### src/hdl/wmrs_pkg.sv
`default_nettype none
// ----------------------------------------------------------------------------
// wmrs_pkg
// Shared types, codes and helpers of the write multiple registers server.
// ----------------------------------------------------------------------------
package wmrs_pkg;

  // Input operations.
  localparam logic [1:0] OP_BYTE   = 2'd0;
  localparam logic [1:0] OP_PULL   = 2'd1;
  localparam logic [1:0] OP_STATUS = 2'd2;

  // Result kinds.
  localparam logic [1:0] KIND_WRITE  = 2'd0;
  localparam logic [1:0] KIND_RESP   = 2'd1;
  localparam logic [1:0] KIND_ACCEPT = 2'd2;
  localparam logic [1:0] KIND_REFUSE = 2'd3;

  localparam logic [7:0] FUNC_CODE  = 8'h10;
  localparam logic [7:0] EXC_FLAG   = 8'h80;
  localparam logic [7:0] HEADER_LEN = 8'd6;
  localparam logic [7:0] ECHO_LEN   = 8'd5;
  localparam logic [7:0] EXC_ROOM   = 8'd2;

  // Exception codes.
  localparam logic [7:0] EXC_NONE     = 8'd0;
  localparam logic [7:0] EXC_ADDRESS  = 8'd2;
  localparam logic [7:0] EXC_VALUE    = 8'd3;
  localparam logic [7:0] EXC_DEV_FAIL = 8'd4;
  localparam logic [7:0] EXC_BUSY     = 8'd6;

  // What the result emitter has to send for one processed item.
  typedef enum logic [2:0] {
    J_WRITE,
    J_ACCEPT,
    J_REFUSE,
    J_EXC,
    J_ECHO
  } jkind_t;

  typedef struct packed {
    jkind_t      jk;
    logic [15:0] addr;
    logic [15:0] qty;
    logic [7:0]  code;
    logic        wl;
  } job_t;

  typedef struct packed {
    logic free;
  } emit_stat_t;

  function automatic logic [2:0] job_len(input jkind_t jk);
    logic [2:0] n;
    unique case (jk)
      J_EXC:   n = 3'd2;
      J_ECHO:  n = 3'd5;
      default: n = 3'd1;
    endcase
    return n;
  endfunction

  // Status codes the store may return unchanged; anything else is a device failure.
  function automatic logic [7:0] normalize(input logic [7:0] e);
    logic [7:0] r;
    if (e == EXC_NONE || e == EXC_ADDRESS || e == EXC_VALUE ||
        e == EXC_DEV_FAIL || e == EXC_BUSY) begin
      r = e;
    end else begin
      r = EXC_DEV_FAIL;
    end
    return r;
  endfunction

  function automatic job_t make_exc(input logic [7:0] code, input logic [7:0] room);
    job_t j;
    j = '0;
    if (room < EXC_ROOM) begin
      j.jk = J_REFUSE;
    end else begin
      j.jk   = J_EXC;
      j.code = code;
    end
    return j;
  endfunction

endpackage
`default_nettype wire

### src/hdl/wmrs_ram.sv
`default_nettype none
// ----------------------------------------------------------------------------
// wmrs_ram
// Generic simple dual-port RAM: one write port, one read port, registered read.
// ----------------------------------------------------------------------------
module wmrs_ram #(
  parameter int WIDTH = 16,
  parameter int DEPTH = 123
) (
  input  wire logic                                     clk,
  input  wire logic                                     wr_en,
  input  wire logic [((DEPTH > 1) ? $clog2(DEPTH) : 1)-1:0] wr_addr,
  input  wire logic [WIDTH-1:0]                         wr_data,
  input  wire logic                                     rd_en,
  input  wire logic [((DEPTH > 1) ? $clog2(DEPTH) : 1)-1:0] rd_addr,
  output logic      [WIDTH-1:0]                         rd_data
);

  logic [WIDTH-1:0] mem [DEPTH];

  always_ff @(posedge clk) begin
    if (wr_en) begin
      mem[wr_addr] <= wr_data;
    end
    if (rd_en) begin
      rd_data <= mem[rd_addr];
    end
  end

endmodule
`default_nettype wire

### src/hdl/wmrs_emit.sv
`default_nettype none
// ----------------------------------------------------------------------------
// wmrs_emit
// Holds the results of one processed item and sends them out one after another.
// ----------------------------------------------------------------------------
module wmrs_emit (
  input  wire logic           clk,
  input  wire logic           rst,
  input  wire logic           load,
  input  wire wmrs_pkg::job_t job,
  input  wire logic [15:0]    rd_data,
  output wmrs_pkg::emit_stat_t stat,
  output logic                out_valid,
  input  wire logic           out_stall,
  output logic [1:0]          kind,
  output logic [15:0]         reg_address,
  output logic [15:0]         reg_value,
  output logic                write_last,
  output logic [7:0]          resp_byte,
  output logic                resp_last,
  output logic [6:0]          accepted_count
);

  wmrs_pkg::job_t job_q;
  logic           jvalid;
  logic [2:0]     idx;
  logic           last_res;
  logic           out_fire;
  logic           finishing;

  assign out_valid = jvalid;
  assign out_fire  = jvalid && !out_stall;
  assign last_res  = (idx == wmrs_pkg::job_len(job_q.jk) - 3'd1);
  assign finishing = out_fire && last_res;
  assign stat.free = !jvalid || finishing;

  always_ff @(posedge clk) begin
    if (rst) begin
      jvalid <= 1'b0;
      idx    <= 3'd0;
    end else if (load) begin
      jvalid <= 1'b1;
      job_q  <= job;
      idx    <= 3'd0;
    end else if (finishing) begin
      jvalid <= 1'b0;
    end else if (out_fire) begin
      idx <= idx + 3'd1;
    end
  end

  always_comb begin
    kind           = wmrs_pkg::KIND_WRITE;
    reg_address    = 16'd0;
    reg_value      = 16'd0;
    write_last     = 1'b0;
    resp_byte      = 8'd0;
    resp_last      = 1'b0;
    accepted_count = 7'd0;
    unique case (job_q.jk)
      wmrs_pkg::J_WRITE: begin
        reg_address = job_q.addr;
        reg_value   = rd_data;
        write_last  = job_q.wl;
      end
      wmrs_pkg::J_ACCEPT: begin
        kind           = wmrs_pkg::KIND_ACCEPT;
        accepted_count = job_q.qty[6:0];
      end
      wmrs_pkg::J_EXC: begin
        kind      = wmrs_pkg::KIND_RESP;
        resp_last = last_res;
        resp_byte = last_res ? job_q.code : (wmrs_pkg::FUNC_CODE | wmrs_pkg::EXC_FLAG);
      end
      wmrs_pkg::J_ECHO: begin
        kind      = wmrs_pkg::KIND_RESP;
        resp_last = last_res;
        unique case (idx)
          3'd0:    resp_byte = wmrs_pkg::FUNC_CODE;
          3'd1:    resp_byte = job_q.addr[15:8];
          3'd2:    resp_byte = job_q.addr[7:0];
          3'd3:    resp_byte = job_q.qty[15:8];
          default: resp_byte = job_q.qty[7:0];
        endcase
      end
      default: begin
        kind = wmrs_pkg::KIND_REFUSE;
      end
    endcase
  end

endmodule
`default_nettype wire

### src/hdl/write_multiple_registers_server.sv
`default_nettype none
// Flow: an item is taken into a holding register and processed from there once the
// result emitter is free; its first result is registered in the emitter and then
// shown on the output. Throughput: one item per cycle while each item gives at most
// one result and the output is not stalled; an item with several results (exception,
// echo) keeps the next item waiting until the last of its results has been taken.
// Reset: synchronous; clears control state, response_room returns to 255, and the
// value buffer RAM keeps undefined contents until a request writes it.
// ----------------------------------------------------------------------------
// write_multiple_registers_server
// Modbus write multiple registers server: parses the request, issues the register
// writes from a buffer RAM and sends the exception or the echo response.
// ----------------------------------------------------------------------------
module write_multiple_registers_server #(
  parameter int MAX_WRITE_REGS = 123
) (
  input  wire logic        clk,
  input  wire logic        rst,
  input  wire logic        cfg_wen,
  input  wire logic [7:0]  cfg_wdata,
  input  wire logic        in_valid,
  output logic             in_stall,
  input  wire logic [1:0]  op,
  input  wire logic [7:0]  in_byte,
  input  wire logic        in_last,
  input  wire logic [7:0]  write_status,
  output logic             out_valid,
  input  wire logic        out_stall,
  output logic [1:0]       kind,
  output logic [15:0]      reg_address,
  output logic [15:0]      reg_value,
  output logic             write_last,
  output logic [7:0]       resp_byte,
  output logic             resp_last,
  output logic [6:0]       accepted_count
);

  localparam int AW = (MAX_WRITE_REGS > 1) ? $clog2(MAX_WRITE_REGS) : 1;
  localparam logic [AW:0] MAX_IDX = (AW + 1)'(MAX_WRITE_REGS);
  localparam logic [15:0] MAX_Q   = 16'(MAX_WRITE_REGS);
  localparam logic [6:0]  MAX_ROW = 7'(MAX_WRITE_REGS);

  typedef enum logic [1:0] {PH_RECV, PH_PULL, PH_AWAIT} phase_t;

  phase_t      phase;
  logic [7:0]  response_room;
  logic [7:0]  byte_counter;
  logic [7:0]  function_byte;
  logic [15:0] start_address;
  logic [15:0] register_quantity;
  logic [7:0]  declared_byte_count;
  logic [7:0]  hi_byte;
  logic [AW-1:0] pull_index;

  // Holding register for one accepted item.
  logic        pend_valid;
  logic [1:0]  pend_op;
  logic [7:0]  pend_byte;
  logic        pend_last;
  logic [7:0]  pend_status;

  wmrs_pkg::emit_stat_t emit_stat;
  wmrs_pkg::job_t       job;
  logic                 load;
  logic                 process;
  logic                 in_fire;
  logic                 do_byte;
  logic                 do_pull;
  logic                 do_stat;
  logic                 accept_ok;
  logic                 wl;

  logic [7:0]  cnt_next;
  logic [7:0]  function_byte_next;
  logic [15:0] start_address_next;
  logic [15:0] register_quantity_next;
  logic [7:0]  declared_byte_count_next;
  logic [7:0]  data_pos;
  logic [6:0]  row;
  logic        ram_we;
  logic        bad_hdr;
  logic        bad_qty;
  logic        bad_addr;
  logic [7:0]  stat_code;
  logic [15:0] rd_data;

  assign process  = pend_valid && emit_stat.free;
  assign in_stall = pend_valid && !process;
  assign in_fire  = in_valid && !in_stall;

  assign do_byte = process && pend_op == wmrs_pkg::OP_BYTE && phase == PH_RECV;
  assign do_pull = process && pend_op == wmrs_pkg::OP_PULL && phase == PH_PULL &&
                   ({1'b0, pull_index} < MAX_IDX);
  assign do_stat = process && pend_op == wmrs_pkg::OP_STATUS && phase == PH_AWAIT;

  assign data_pos = byte_counter - wmrs_pkg::HEADER_LEN;
  assign row      = data_pos[7:1];
  // The high byte of a value is held until its low byte arrives; then the word is stored.
  assign ram_we   = do_byte && byte_counter >= wmrs_pkg::HEADER_LEN && data_pos[0] &&
                    row < MAX_ROW;
  assign cnt_next = (byte_counter == 8'hFF) ? byte_counter : byte_counter + 8'd1;
  assign wl       = (16'(pull_index) + 16'd1) >= register_quantity;
  assign stat_code = wmrs_pkg::normalize(pend_status);

  // Header fields as they stand after the current byte.
  always_comb begin
    function_byte_next       = function_byte;
    start_address_next       = start_address;
    register_quantity_next   = register_quantity;
    declared_byte_count_next = declared_byte_count;
    unique case (byte_counter)
      8'd0:    function_byte_next             = pend_byte;
      8'd1:    start_address_next[15:8]       = pend_byte;
      8'd2:    start_address_next[7:0]        = pend_byte;
      8'd3:    register_quantity_next[15:8]   = pend_byte;
      8'd4:    register_quantity_next[7:0]    = pend_byte;
      8'd5:    declared_byte_count_next       = pend_byte;
      default: ;
    endcase
  end

  always_comb begin
    bad_hdr  = cnt_next < wmrs_pkg::HEADER_LEN || function_byte_next != wmrs_pkg::FUNC_CODE;
    bad_qty  = register_quantity_next == 16'd0 || register_quantity_next > MAX_Q ||
               {8'h00, declared_byte_count_next} != {register_quantity_next[14:0], 1'b0} ||
               {1'b0, cnt_next} != ({1'b0, wmrs_pkg::HEADER_LEN} +
                                    {1'b0, declared_byte_count_next});
    bad_addr = ({1'b0, start_address_next} + {1'b0, register_quantity_next}) > 17'h10000;
  end

  always_comb begin
    job       = '0;
    load      = 1'b0;
    accept_ok = 1'b0;
    if (do_byte && pend_last) begin
      load = 1'b1;
      priority if (bad_hdr || bad_qty) begin
        job = wmrs_pkg::make_exc(wmrs_pkg::EXC_VALUE, response_room);
      end else if (bad_addr) begin
        job = wmrs_pkg::make_exc(wmrs_pkg::EXC_ADDRESS, response_room);
      end else if (response_room < wmrs_pkg::ECHO_LEN) begin
        job.jk = wmrs_pkg::J_REFUSE;
      end else begin
        job.jk    = wmrs_pkg::J_ACCEPT;
        job.qty   = register_quantity_next;
        accept_ok = 1'b1;
      end
    end else if (do_pull) begin
      load     = 1'b1;
      job.jk   = wmrs_pkg::J_WRITE;
      job.addr = start_address + 16'(pull_index);
      job.wl   = wl;
    end else if (do_stat) begin
      load = 1'b1;
      if (stat_code != wmrs_pkg::EXC_NONE) begin
        job = wmrs_pkg::make_exc(stat_code, response_room);
      end else begin
        job.jk   = wmrs_pkg::J_ECHO;
        job.addr = start_address;
        job.qty  = register_quantity;
      end
    end
  end

  always_ff @(posedge clk) begin
    if (rst) begin
      phase               <= PH_RECV;
      response_room       <= 8'd255;
      byte_counter        <= 8'd0;
      function_byte       <= 8'd0;
      start_address       <= 16'd0;
      register_quantity   <= 16'd0;
      declared_byte_count <= 8'd0;
      pull_index          <= '0;
      pend_valid          <= 1'b0;
    end else begin
      if (cfg_wen) begin
        response_room <= cfg_wdata;
      end
      if (in_fire) begin
        pend_valid  <= 1'b1;
        pend_op     <= op;
        pend_byte   <= in_byte;
        pend_last   <= in_last;
        pend_status <= write_status;
      end else if (process) begin
        pend_valid <= 1'b0;
      end
      if (do_byte) begin
        function_byte       <= function_byte_next;
        start_address       <= start_address_next;
        register_quantity   <= register_quantity_next;
        declared_byte_count <= declared_byte_count_next;
        if (!data_pos[0]) begin
          hi_byte <= pend_byte;
        end
        byte_counter <= pend_last ? 8'd0 : cnt_next;
        if (accept_ok) begin
          phase      <= PH_PULL;
          pull_index <= '0;
        end
      end
      if (do_pull) begin
        if (wl) begin
          phase <= PH_AWAIT;
        end else begin
          pull_index <= pull_index + 1'b1;
        end
      end
      if (do_stat) begin
        phase <= PH_RECV;
      end
    end
  end

  wmrs_ram #(
    .WIDTH (16),
    .DEPTH (MAX_WRITE_REGS)
  ) u_buf (
    .clk     (clk),
    .wr_en   (ram_we),
    .wr_addr (row[AW-1:0]),
    .wr_data ({hi_byte, pend_byte}),
    .rd_en   (do_pull),
    .rd_addr (pull_index),
    .rd_data (rd_data)
  );

  wmrs_emit u_emit (
    .clk            (clk),
    .rst            (rst),
    .load           (load),
    .job            (job),
    .rd_data        (rd_data),
    .stat           (emit_stat),
    .out_valid      (out_valid),
    .out_stall      (out_stall),
    .kind           (kind),
    .reg_address    (reg_address),
    .reg_value      (reg_value),
    .write_last     (write_last),
    .resp_byte      (resp_byte),
    .resp_last      (resp_last),
    .accepted_count (accepted_count)
  );

endmodule
`default_nettype wire

### config.mk
export PLATFORM = sky130hd
export DESIGN_NAME = write_multiple_registers_server
export DESIGN_NICKNAME = d
export VERILOG_FILES = /design/src/hdl/wmrs_pkg.sv /design/src/hdl/wmrs_ram.sv /design/src/hdl/wmrs_emit.sv /design/src/hdl/write_multiple_registers_server.sv
export SDC_FILE = /design/constraint.sdc
export NUM_CORES = 2
export LEC_CHECK = 0
export BUFFER_PORTS_ARGS = -buffer_cell sky130_fd_sc_hd__buf_4
export CORE_MARGIN = 2
export CORE_UTILIZATION = 25
export DETAILED_ROUTE_END_ITERATION = 8
export SYNTH_ARGS = -nofsm -noshare
export SYNTH_HDL_FRONTEND = slang
export SYNTH_HIERARCHICAL = 1
export SYNTH_SLANG_ARGS = --single-unit
### constraint.sdc
create_clock -name clk -period 8 [get_ports clk]
set_input_delay 0.4 -clock clk [delete_from_list [all_inputs] [get_ports clk]]
set_output_delay 0.4 -clock clk [all_outputs]
set_load 0.02 [all_outputs]
==> results.py <==
metrics = {
    "status": {
        "outcome": "finished clean",
    },
    "sta": {
        "max_slew.worst_pin.slew_ns": 1.24,
        "setup-tns-final_ns": 0,
        "timing.final.hold_violations": 0,
        "grt_setup_unrepaired": "no",
        "timing.fmax_mhz": 173,
        "min_period_ns": 5.78,
        "maxSlewHeadroom": 0.168,
        "final_min_period_over_clock_period": 0.723,
        "slew_violations": 0,
        "setup-violations-final": 0,
        "timing.clock.skew_ns": 0.0518,
    },
    "cells_and_area": {
        "nets": 4840,
        "layout_common_cells": "2,055 x edfxtp_1, 436 x mux4_2, 270 x buf_4",
        "fill_count": 33072,
        "multiInputGateArea_mm2": 0.0210,
        "ff_latch_area_mm2": 0.0633,
        "layout_commonest_cell": "edfxtp_1",
        "final_layout_size_suffix_gt1_frac": 0.246,
        "flow.area_growth_from_synthesis_pct": 16.3,
    },
    "worst_setup_path": {
        "rr_worst_depth": 15,
        "worstSetupPathType": "reg2reg",
        "critical_path_required_ns": 8.60,
        "timing.critical_path.to_type": "flip-flop",
        "worstPathArrival_ns": 6.38,
        "top_fanout_value_on_the_critical_path": 16,
        "start_kind": "flip-flop",
    },
    "clock_network": {
        "worstSkewPairLatency_ns": 0.85,
        "clock_tree.buffer_depth": 3,
        "post_cts_resize_count": 0,
        "tritoncts": "yes",
        "cts.clk_slew.worst_paths_ns": 0.06,
        "ctsRootBufferMaster": "clkbuf_16",
        "cts_post_setup_buffers_inserted": 0,
        "ctsHoldBuffers": 37,
        "clock_tree.htree_level_count": 4,
        "tritoncts_buffers": 210,
        "number_of_clock_sinks": 2133,
    },
    "power": {
        "static-leakage-power_uw": 0.0299,
        "net-switching-power_uw": 4340,
        "largest_voltage_drop_on_the_vdd_net_mv": 0.179,
        "power_density_mw_per_mm2": 222,
        "seq_power_share": 0.551,
        "combPwrFrac": 0.009,
        "clock_power_share": 0.441,
        "internal_power_uw": 17700,
        "p_total_uw": 22100,
        "p_sw_frac": 0.197,
    },
    "run": {
        "timing.max_cap.violations": 0,
    },
    "placed_design": {
        "gp_congestion": 0.851,
        "hpwlAfterDp_um": 127000,
        "portBuffers": 84,
    },
    "routing": {
        "post_drt_wl_per_cell_um": 22.6,
        "via_count": 44404,
        "vias_per_cell": 4.68,
        "route.antenna.remaining_nets": 0,
        "drt_pass1_iterations": 7,
        "drt_first_iter_violations": 4407,
        "post-route-drc-count": 0,
        "wirelength_um": 215000,
    },
    "logic_synthesis": {
        "synth_cells": 4491,
        "yosysWarnings": 6,
        "netlist_area_mm2": 0.0856,
        "ys.flop_type": "edfxtp_1",
        "synth_edf_count": 2055,
        "yosysTopAreaCell": "edfxtp_1",
        "seq_area_frac_synth": 0.739,
        "avg_synthesized_cell_area_um2": 19.1,
        "synthArstFlopShare": 0,
        "number_of_different_library_cells_in_the_post_synthesis_netlist": 84,
        "synth-seq-cells": 2133,
        "post-synth-top-area-fraction": 0.721,
        "post_synth_main_area_contributors": "edfxtp_1 72%, mux4_2 11%, mux2_2 2.0%",
    },
    "global_route": {
        "global_routing_usage_summed_across_all_routing_layers": 0.121,
        "grt_first_pass_wirelength_um": 313000,
        "number_of_antenna_violations_at_the_first_check_in_global_routing": 6,
        "global_route.overflow_total": 0,
        "grt_start_max_net_pins": 147,
        "first_global_vias": 44704,
    },
    "die": {
        "floorplan.initialDensity": 0.251,
        "dieWidth_um": 589,
        "core_area_mm2": 0.340,
        "boundaryPins": 85,
        "std_cell_rows": 214,
        "die-height_um": 589,
        "area_of_the_die_mm2": 0.347,
    },
    "worst_hold_path": {
        "holdCritPathClass": "in2reg",
        "min_delay_path_depth": 2,
    },
}
==> final cells by class <==
class / instances / area share
Antenna cell: 6 / 0.000151
Inverter: 43 / 0.00162
Multi-Input combinational cell: 2061 / 0.211
Clock buffer: 261 / 0.0553
Tap cell: 4536 / 0.0570
Clock inverter: 127 / 0.0129
Timing Repair Buffer: 316 / 0.0259
Sequential cell: 2133 / 0.636
==> synth_stat cells, drive strengths merged, types with 41 or more instances <==
library cell,n
a211oi,53
a21oi,121
a22oi,104
and2,58
buf,135
clkbuf,123
dfxtp,78
edfxtp,2055
ha,41
inv,43
mux2,155
mux2i,111
mux4,436
nand2,175
nor2,223
nor2b,47
o21ai,85
o22ai,64
==> worst paths after layout <==
| kind | slack [ns] | startpoint | endpoint |
|---|---|---|---|
| worst min-delay path | 0.11 | rst | pend_valid$_SDFFE_PP0P_ |
| worst max-delay path | 2.22 | byte_counter[1]$_SDFFE_PP0P_ | u_emit/job_q[42]$_DFFE_PP_ |
| worst max register to register | 2.22 | byte_counter[1]$_SDFFE_PP0P_ | u_emit/job_q[42]$_DFFE_PP_ |
| worst min register to register | 0.50 | start_address[4]$_SDFFE_PP0P_ | start_address[4]$_SDFFE_PP0P_ |
==> flip-flops by register name (all words and copies together), names as in the netlist <==
signal and cells:
u_buf/mem 1968, u_emit/job_q 44, register_quantity 16, start_address 16, u_buf/rd_data 16, byte_counter 8
declared_byte_count 8, function_byte 8, hi_byte 8, pend_byte 8, pend_status 8, response_room 8
pull_index 7, u_emit/idx 3, pend_op 2, phase 2, pend_last 1, pend_valid 1
u_emit/out_valid 1
==> power by group through the flow <==
stage / clock (uW) / sequential (uW) / combinational (uW)
after floorplan: 0 / 12400 / 55.5
after global placement: 0 / 12400 / 174
after detailed placement: 0 / 12400 / 179
after CTS: 9920 / 12200 / 196
after global routing: 10300 / 12100 / 212
final: 9730 / 12200 / 194
==> metal layers <==
layer  GRT usage  vias to the layer above  part of all wire
li1            -                    18936                 -
met5           0                        -                 0
met3      0.0180                      296             0.065
met4      0.0366                        0             0.026
met2       0.202                     1641              0.49
met1       0.161                    23531              0.42
==> critical path: stages (launching register included) <==
cell and delay (ns):
dfxtp_1 0.40, inv_1 0.54, ha_1 0.51, nor3b_1 0.37, and2_1 0.68, mux2i_1 0.45, ha_1 0.31, nor2_1 0.07
mux2_1 0.30, xor2_1 0.25, a41o_1 0.22, nand4_1 0.08, or4_4 0.53, a211o_1 0.41, or2_4 0.29, nor2b_1 0.13
==> stage by stage <==
stage / area (um^2) / cells / worst slack [ns] / hold WS, ns / utilization
floorplan: 85600 / 4495 / 2.93 / 0.432 / -
finish: 99500 / 9483 / 2.22 / 0.106 / 0.292
global placement: 92400 / 9052 / 2.34 / 0.450 / 0.271
CTS: 99500 / 9477 / 2.28 / 0.0486 / 0.292
detailed placement: 92400 / 9052 / 2.28 / 0.461 / 0.271
global route: 99500 / 9478 / 1.89 / 0.113 / 0.292
==> kinds of logic after synthesis <==
kind of cell    Yosys count  share of synthesized area
simple gates            661                     0.0371
compound gates          610                     0.0483
xor+xnor                 40                    0.00409
buf+inv                 301                     0.0163
fa+ha+maj                43                    0.00646
mux                     702                      0.148
other cells               1                  0.0000438
flops                  2133                      0.739
Power figures use the tool's default switching activity.
